===== src/rtl/ufmc_pkg.sv =====
// shared types, constants and controller/datapath interface for the maze carver
`default_nettype none

package ufmc_pkg;

  // fixed field widths
  localparam int unsigned CELL_W       = 10;
  localparam int unsigned CFG_W        = 6;
  localparam int unsigned COORD_W      = 5;
  localparam int unsigned MAX_SIDE_DEF = 32;

  localparam logic [CFG_W-1:0] GRID_RESET = CFG_W'(15);

  // command codes
  localparam logic CMD_RESTART = 1'b0;
  localparam logic CMD_EDGE    = 1'b1;

  // input transaction
  typedef struct packed {
    logic              command;
    logic [CELL_W-1:0] cell_a;
    logic [CELL_W-1:0] cell_b;
  } item_t;

  // result transaction
  typedef struct packed {
    logic               merged;
    logic [COORD_W-1:0] open_col;
    logic [COORD_W-1:0] open_row;
    logic               bad_cell;
  } result_t;

  // controller states
  typedef enum logic [3:0] {
    ST_CLEAR,
    ST_IDLE,
    ST_CHECK,
    ST_FIND_RD,
    ST_FIND_CHK,
    ST_FIND_HALVE,
    ST_LINK,
    ST_DIV_A,
    ST_DIV_B,
    ST_REPLY
  } state_e;

  // current-cell register update
  typedef enum logic [1:0] {
    CUR_HOLD,
    CUR_A,
    CUR_B,
    CUR_PARENT
  } cur_op_e;

  // parent table read
  typedef enum logic [1:0] {
    RD_NONE,
    RD_CUR,
    RD_PARENT
  } rd_op_e;

  // parent table write
  typedef enum logic [1:0] {
    WR_NONE,
    WR_CLEAR,
    WR_HALVE,
    WR_LINK
  } wr_op_e;

  // kind of result to load
  typedef enum logic [1:0] {
    REP_NONE,
    REP_BAD,
    REP_MERGED
  } reply_e;

  // controller to datapath
  typedef struct packed {
    logic    capture;
    cur_op_e cur_op;
    rd_op_e  rd_op;
    wr_op_e  wr_op;
    logic    save_root_a;
    logic    div_start;
    logic    div_sel_b;
    logic    div_save_a;
    logic    res_load;
    reply_e  res_kind;
  } dp_cmd_t;

  // datapath to controller
  typedef struct packed {
    logic restart;
    logic bad;
    logic at_root;
    logic roots_differ;
    logic clr_last;
    logic div_done;
  } dp_sts_t;

endpackage

`default_nettype wire


===== src/rtl/ufmc_ctrl.sv =====
// controller state machine for the maze carver
`default_nettype none

module ufmc_ctrl (
  input  wire logic               clk_i,
  input  wire logic               rst_ni,
  input  wire logic               start_i,
  output logic                    busy_o,
  input  wire ufmc_pkg::dp_sts_t  sts_i,
  output ufmc_pkg::dp_cmd_t       cmd_o
);

  ufmc_pkg::state_e state_q, state_d;
  logic             find_b_q, find_b_d;
  logic             reply_q, reply_d;

  // state register
  always_ff @(posedge clk_i or negedge rst_ni) begin
    if (!rst_ni) begin
      state_q  <= ufmc_pkg::ST_CLEAR;
      find_b_q <= 1'b0;
      reply_q  <= 1'b0;
    end else begin
      state_q  <= state_d;
      find_b_q <= find_b_d;
      reply_q  <= reply_d;
    end
  end

  // next state and datapath commands
  always_comb begin
    state_d           = state_q;
    find_b_d          = find_b_q;
    reply_d           = reply_q;
    cmd_o             = '0;
    cmd_o.cur_op      = ufmc_pkg::CUR_HOLD;
    cmd_o.rd_op       = ufmc_pkg::RD_NONE;
    cmd_o.wr_op       = ufmc_pkg::WR_NONE;
    cmd_o.res_kind    = ufmc_pkg::REP_NONE;
    case (state_q)
      ufmc_pkg::ST_CLEAR: begin
        // one table entry per cycle back to its own index
        cmd_o.wr_op = ufmc_pkg::WR_CLEAR;
        if (sts_i.clr_last) begin
          cmd_o.res_load = reply_q;
          reply_d        = 1'b0;
          state_d        = ufmc_pkg::ST_IDLE;
        end
      end
      ufmc_pkg::ST_IDLE: begin
        if (start_i) begin
          cmd_o.capture = 1'b1;
          state_d       = ufmc_pkg::ST_CHECK;
        end
      end
      ufmc_pkg::ST_CHECK: begin
        if (sts_i.restart) begin
          reply_d = 1'b1;
          state_d = ufmc_pkg::ST_CLEAR;
        end else if (sts_i.bad) begin
          cmd_o.res_load = 1'b1;
          cmd_o.res_kind = ufmc_pkg::REP_BAD;
          state_d        = ufmc_pkg::ST_IDLE;
        end else begin
          cmd_o.cur_op = ufmc_pkg::CUR_A;
          find_b_d     = 1'b0;
          state_d      = ufmc_pkg::ST_FIND_RD;
        end
      end
      ufmc_pkg::ST_FIND_RD: begin
        cmd_o.rd_op = ufmc_pkg::RD_CUR;
        state_d     = ufmc_pkg::ST_FIND_CHK;
      end
      ufmc_pkg::ST_FIND_CHK: begin
        if (sts_i.at_root) begin
          if (!find_b_q) begin
            cmd_o.save_root_a = 1'b1;
            cmd_o.cur_op      = ufmc_pkg::CUR_B;
            find_b_d          = 1'b1;
            state_d           = ufmc_pkg::ST_FIND_RD;
          end else begin
            state_d = ufmc_pkg::ST_LINK;
          end
        end else begin
          // fetch the grandparent
          cmd_o.rd_op = ufmc_pkg::RD_PARENT;
          state_d     = ufmc_pkg::ST_FIND_HALVE;
        end
      end
      ufmc_pkg::ST_FIND_HALVE: begin
        cmd_o.wr_op  = ufmc_pkg::WR_HALVE;
        cmd_o.cur_op = ufmc_pkg::CUR_PARENT;
        state_d      = ufmc_pkg::ST_FIND_RD;
      end
      ufmc_pkg::ST_LINK: begin
        if (sts_i.roots_differ) begin
          cmd_o.wr_op     = ufmc_pkg::WR_LINK;
          cmd_o.div_start = 1'b1;
          state_d         = ufmc_pkg::ST_DIV_A;
        end else begin
          cmd_o.res_load = 1'b1;
          cmd_o.res_kind = ufmc_pkg::REP_NONE;
          state_d        = ufmc_pkg::ST_IDLE;
        end
      end
      ufmc_pkg::ST_DIV_A: begin
        if (sts_i.div_done) begin
          cmd_o.div_save_a = 1'b1;
          cmd_o.div_start  = 1'b1;
          cmd_o.div_sel_b  = 1'b1;
          state_d          = ufmc_pkg::ST_DIV_B;
        end
      end
      ufmc_pkg::ST_DIV_B: begin
        if (sts_i.div_done) begin
          state_d = ufmc_pkg::ST_REPLY;
        end
      end
      ufmc_pkg::ST_REPLY: begin
        cmd_o.res_load = 1'b1;
        cmd_o.res_kind = ufmc_pkg::REP_MERGED;
        state_d        = ufmc_pkg::ST_IDLE;
      end
      default: begin
        state_d = ufmc_pkg::ST_IDLE;
      end
    endcase
  end

  assign busy_o = (state_q != ufmc_pkg::ST_IDLE);

endmodule

`default_nettype wire


===== config.mk =====
export PLATFORM = sky130hd
export DESIGN_NAME = ufmc_ctrl
export DESIGN_NICKNAME = d
export VERILOG_FILES = /design/src/rtl/ufmc_pkg.sv /design/src/rtl/ufmc_ctrl.sv
export SDC_FILE = /design/constraint.sdc
export NUM_CORES = 1
export LEC_CHECK = 0
export ABC_AREA = 0
export BUFFER_PORTS_ARGS = -buffer_cell sky130_fd_sc_hd__buf_4
export CORE_UTILIZATION = 40
export DETAILED_ROUTE_END_ITERATION = 16
export PLACE_DENSITY = 0.69
export SLEW_MARGIN = 10
export SYNTH_ARGS = -nofsm -noshare
export SYNTH_HDL_FRONTEND = slang
export SYNTH_SLANG_ARGS = --single-unit

===== constraint.sdc =====
create_clock -name clk_i -period 1.8 [get_ports clk_i]
set_input_delay 0.27 -clock clk_i [delete_from_list [all_inputs] [get_ports clk_i]]
set_output_delay 0.27 -clock clk_i [all_outputs]
set_load 0.05 [all_outputs]

==> metrics.cfg, run 1 <==
[status]
status = finished, violations left
violations = setup timing

[worst_setup_path]
start_kind = flip-flop
slowest_delay_ns = 0.50
required_ns = 1.53
critPathCaptureType = primary output
path_class = flip-flop to primary output
cp.arrival_ns = 1.55
cp_max_fo = 3
regToRegSetupSlack_ns = 0.25
r2r_end = state_q[1]
crit_chain = or4b_4 > nor2_1 > a21oi_1 > nor2_2 > buf_6
r2r_start = state_q[0]
reg2regPathDepth = 5
crit_slowest_cell = or4b_4

[global_routing]
first_global_vias = 676
grt-ovfl-total = 0
antenna_found_initial = 0
grt_use_total = 0.213
grt_pass1_wl_um = 2960
grt_max_degree = 20

[logic_synthesis]
syn_nets = 99
synth_edf_count = 0
synthFlopType = dfrtp_1
ys_ff_latch = 6
syn_avg_cell_area_um2 = 7.35
async_reset_ff_frac = 1.00
syn-instance-count = 90
ys_types = 36
ys_seq_area_frac = 0.227
synth_area_um2 = 662
yosysWarnings = 0

[sta]
fmax_mhz = 551
hold_violations = 0
setup_viol_count_final = 1
worstMarginPinSlew_ns = 0.238
setup_ws_ns = -0.0161
drv_slew = 0
rsz0062_at_grt = true
post-route-period-util = 1.01
fin_crit_ns = 1.82
slew-limit-headroom = 0.839
finClkSkew_ns = 0.00230

[run]
maxCapViolCount = 0

[final_layout]
final_cell_area_um2 = 930
fin_nets = 126
antennaDiodeCount = 0
finalNonFillerCells = 131
layout-drive-gt1-share = 0.435
final_cell_mix = buf_4 (26), a21oi_1 (10), nand2_1 (8)
final_common_cell = buf_4
area_delta_synth_final_pct = 40.5
final_util = 0.610

[route]
finalWirelength_um = 1690
dr_wl_met2_um = 821
vias_per_cell = 5.52
dr_wl_met3_um = 40
drt_iter0_drc = 12
ant_nets = 0
vias = 723
top_layer = met3
dr.pass1.iters = 4
met1_length_um = 832
drc = 0
wl_per_cell_um = 12.9

[placement]
dp_hpwl_um = 1210
place_inst = 126
place_congestion = 0.788
pre_cts_slack_ns = 0.171
place_area_um2 = 856
port_buffers = 23

[clock_network]
cts_sinks = 6
clock_path_buffers = 2
cts_tree = built
clk_root_buffer_cell = clkbuf_4
clk_latency_ns = 0.23
clk_transition_reported_paths_ns = 0.04
cts_buffers = 3
htreeDepth = 1

[power_and_ir_drop]
ir_worst_vdd_uv = 798
power.total_mw = 1.50
p_per_area_nw_per_um2 = 1620
p_leak_nw = 0.439

[min_path]
worstHoldPathCells = 2
min_to = state_q[1]
min_from = sts_i[0]
hp-class = input pin to flip-flop

[die]
rows = 14
initial_utilization = 0.434
core-area_um2 = 1520
die_x_um = 42.7
dieArea_um2 = 1820
ioPinCount = 24
dieHeight_um = 42.7

-- timing repair --
action	CTS	global route
setup endpoints to repair	5	11
pin swaps	3	2
hold buffers	1	0
hold endpoints to repair	6	0
setup buffers	0	1
resized for setup	3	7
-- state kept, by name, summed over array words and instances (netlist names) --
signal	flops
state_q	4
reply_q	1
find_b_q	1
-- per-layer routing --
layer	vias to the layer above	global-route usage
met1	347	0.300
met4	0	0.0750
li1	367	-
met5	-	0
met3	0	0.0340
met2	9	0.327
-- synthesized netlist by cell type (2+ instances only) --
library cell / count / share of area
and3_1: 3 / 0.028
nor2_1: 9 / 0.051
a21oi_1: 11 / 0.083
buf_2: 2 / 0.015
o21ai_0: 4 / 0.030
buf_6: 3 / 0.051
nand3_1: 2 / 0.015
nor3_1: 8 / 0.060
a211oi_1: 2 / 0.023
nor2b_1: 2 / 0.019
inv_1: 3 / 0.017
dfrtp_1: 6 / 0.23
buf_4: 2 / 0.023
nand2_1: 8 / 0.045
nand2b_1: 4 / 0.038
-- logic make-up (layout without fill, tap and decap cells) --
logic type / Yosys count / after routing / share of synthesized area
buf+inv: 12 / 37 / 0.132
simple gates: 47 / 47 / 0.397
compound gates: 25 / 25 / 0.244
flops: 6 / 6 / 0.227
-- worst max path at each step --
stage                     startpoint        end  cells after the start
after floorplan           state_q[3]  cmd_o[12]                      3
after global placement      sts_i[5]  cmd_o[11]                      6
after detailed placement    sts_i[5]  cmd_o[11]                      6
after CTS                 state_q[0]  cmd_o[11]                      5
after global routing      state_q[0]  cmd_o[11]                      5
final                     state_q[0]  cmd_o[11]                      5
-- critical path, delay by kind of cell (launching register included) --
family                 cells  cell delay [ns]
buffers and inverters      1             0.16
DFF                        1             0.37
and+or+nand+nor            3             0.72
AOI/OAI and AO/OA          1             0.06
-- stage by stage --
stage / setup TNS [ns] / hold slack [ns]
floorplan: -0.797 / -0.0256
global placement: 0 / 0.0765
detailed placement: 0 / 0.0763
CTS: -0.0379 / 0.278
global route: -0.296 / 0.277
finish: -0.0161 / 0.284
-- report_power, final --
part | total (mW) | internal, mW | switching, mW
clock network | 0.114 | 0.0748 | 0.0396
registers | 0.231 | 0.184 | 0.0472
logic | 1.16 | 0.443 | 0.716
-- layout make-up --
cell class | count | area [µm²]
multi-input cells | 72 | 474
well taps | 16 | 20.0
flip-flops and latches | 6 | 151
fillers | 143 | 594
inverters | 3 | 11.3
clock buffers | 3 | 22.5
repair buffers | 31 | 250
No activity file was read; power rests on OpenSTA's default activity.
==> run 2, diff against run 1 <==
CORE_MARGIN = 4   (was default)
CTS_CLUSTER_DIAMETER = 120   (was default)
GPL_TIMING_DRIVEN = 0   (was default)
==> run 2 against run 1 <==
Compared with the run above: the flow now finishes without violations; die area rose by 30%; maximum frequency rose by 1.2%; sequential power fell by 6%; highest routed layer is now met4.
==> metrics.cfg, run 2 (synthesis results as in run 1) <==
[final_layout]
final_common_cell = buf_4
multi_input_area_um2 = 499
final_cell_mix = buf_4 (24), buf_6 (9), a21oi_1 (9)
layout-drive-gt1-share = 0.483
top_regs = state_q: 4 flops, find_b_q: 1 flops, reply_q: 1 flops
largest_register_ffs = 4
area_delta_synth_final_pct = 54.4
fillers = 132
largest-register = state_q
antennaDiodeCount = 0
regArea_um2 = 150
fin_nets = 131

[run]
maxCapViolCount = 0

[power_and_ir_drop]
power_frac_comb = 0.794
ir_worst_vdd_uv = 803
p_int_mw = 0.765
switchingPower_mw = 0.843
p_per_area_nw_per_um2 = 1570
p_leak_nw = 0.479
clock_power_share = 0.071
seqPwrFrac = 0.134
switching_share = 0.524

[worst_setup_path]
r2r_start = state_q[0]
required_ns = 1.53
start_kind = flip-flop
crit_slowest_cell = or4b_4
slowest_delay_ns = 0.51
cp.arrival_ns = 1.52
path_class = flip-flop to primary output
cpMostUsedCell = nor2_2
cp_max_fo = 2
crit_chain = or4b_4 > nor2_2 > a21oi_2 > nor2_2 > buf_6
cp-startpoint = state_q[0]
critPathCaptureType = primary output

[sta]
finClkSkew_ns = 0.000918
fmax_mhz = 557
hold_ws_ns = 0.291
rsz0062_at_grt = true
setup_ws_ns = 0.00519
setup_viol_count_final = 0
fin_crit_ns = 1.79
slew-limit-headroom = 0.821
hold_violations = 0
drv_slew = 0
post-route-period-util = 0.997
worstMarginPinSlew_ns = 0.266

[clock_network]
htreeDepth = 1
cts_tree = built
cts_buffers = 3
clk_latency_ns = 0.23
clk_transition_reported_paths_ns = 0.04
clock_path_buffers = 2
cts_sinks = 6
clk_root_buffer_cell = clkbuf_4

[route]
vias_per_cell = 5.74
wl_per_cell_um = 14.1
drc = 0
drt_iter0_drc = 33
ant_nets = 0
vias = 781
finalWirelength_um = 1920
dr.pass1.iters = 4

[global_routing]
grt_max_degree = 11
grt_busiest_layer = met2
grtUsageMet2 = 0.250
met1_usage = 0.210
antenna_found_initial = 0
grt-ovfl-total = 0
first_global_vias = 763
use_met3 = 0.0368
grt_use_total = 0.163
grt_pass1_wl_um = 3190

[die]
dieHeight_um = 48.7
dieArea_um2 = 2370
rows = 14
ioPinCount = 24
initial_utilization = 0.429
core-area_um2 = 1540
die_x_um = 48.7

[placement]
place_congestion = 0.812
port_buffers = 23
dp_hpwl_um = 1420
pre_cts_slack_ns = 0.00774

[min_path]
hp-class = input pin to flip-flop
min_from = sts_i[0]

[status]
status = complete, no violations

[run 2: cell types whose count changed in the layout (fill, tap and decap cells not counted), sizes merged]
cell    previous run  this run
buf               30        33
clkbuf             3         5
[run 2: critical path, delay by kind of cell (launching register included)]
kind	cells	cell delay, ns
DFF	1	0.37
AOI/OAI and AO/OA	1	0.04
and+or+nand+nor	3	0.71
buffers and inverters	1	0.16
[run 2: layout make-up]
| class | count | area share |
|---|---|---|
| plain buffers | 9 | 0.0930 |
| clock buffers | 3 | 0.0220 |
| inverters | 3 | 0.0110 |
| multi-input cells | 72 | 0.488 |
| flip-flops and latches | 6 | 0.147 |
| well taps | 16 | 0.0196 |
| repair buffers | 27 | 0.219 |
[run 2: final timing paths]
check	endpoint	slack (ns)	cells past startpoint
min in group asynchronous	find_b_q	0.37	2
hold / removal	state_q[1]	0.29	2
setup / recovery	cmd_o[11]	0.005	5
max in group asynchronous	reply_q	1.32	2
setup reg to reg	state_q[1]	0.23	4
hold reg to reg	reply_q	0.54	2
[run 2: per-stage QoR]
step                      utilization  TNS, ns  total power [mW]  instance area, µm²  cells
final                           0.663        0              1.61                1020    136
after global placement          0.575  -0.0111              1.35                 887    129
after detailed placement        0.575        0              1.35                 887    129
after floorplan                     -   -0.797              1.09                 694     90
after CTS                       0.623  -0.0457              1.54                 961    134
after global routing            0.663   -0.106              1.73                1020    136
[run 2: what timing repair did]
action | 4_1_cts | 5_1_grt
buffers inserted | 1 | 2
hold buffers | 1 | 0
pin swaps | 3 | 3
resized for setup | 10 | 12
hold endpoints to repair | 6 | 0
setup endpoints to repair | 9 | 10
[run 2: metal layers]
metal  wire [µm]  share of wire
met3         126          0.066
met5           0              0
met2         909           0.47
met1         851           0.44
met4          34          0.018
[run 2: power groups by stage]
stage | Sequential [mW] | Clock (mW) | Combinational [mW]
finish | 0.216 | 0.115 | 1.28
global route | 0.222 | 0.132 | 1.38
CTS | 0.215 | 0.123 | 1.20
detailed placement | 0.216 | 0 | 1.13
global placement | 0.214 | 0 | 1.13
floorplan | 0.208 | 0 | 0.878
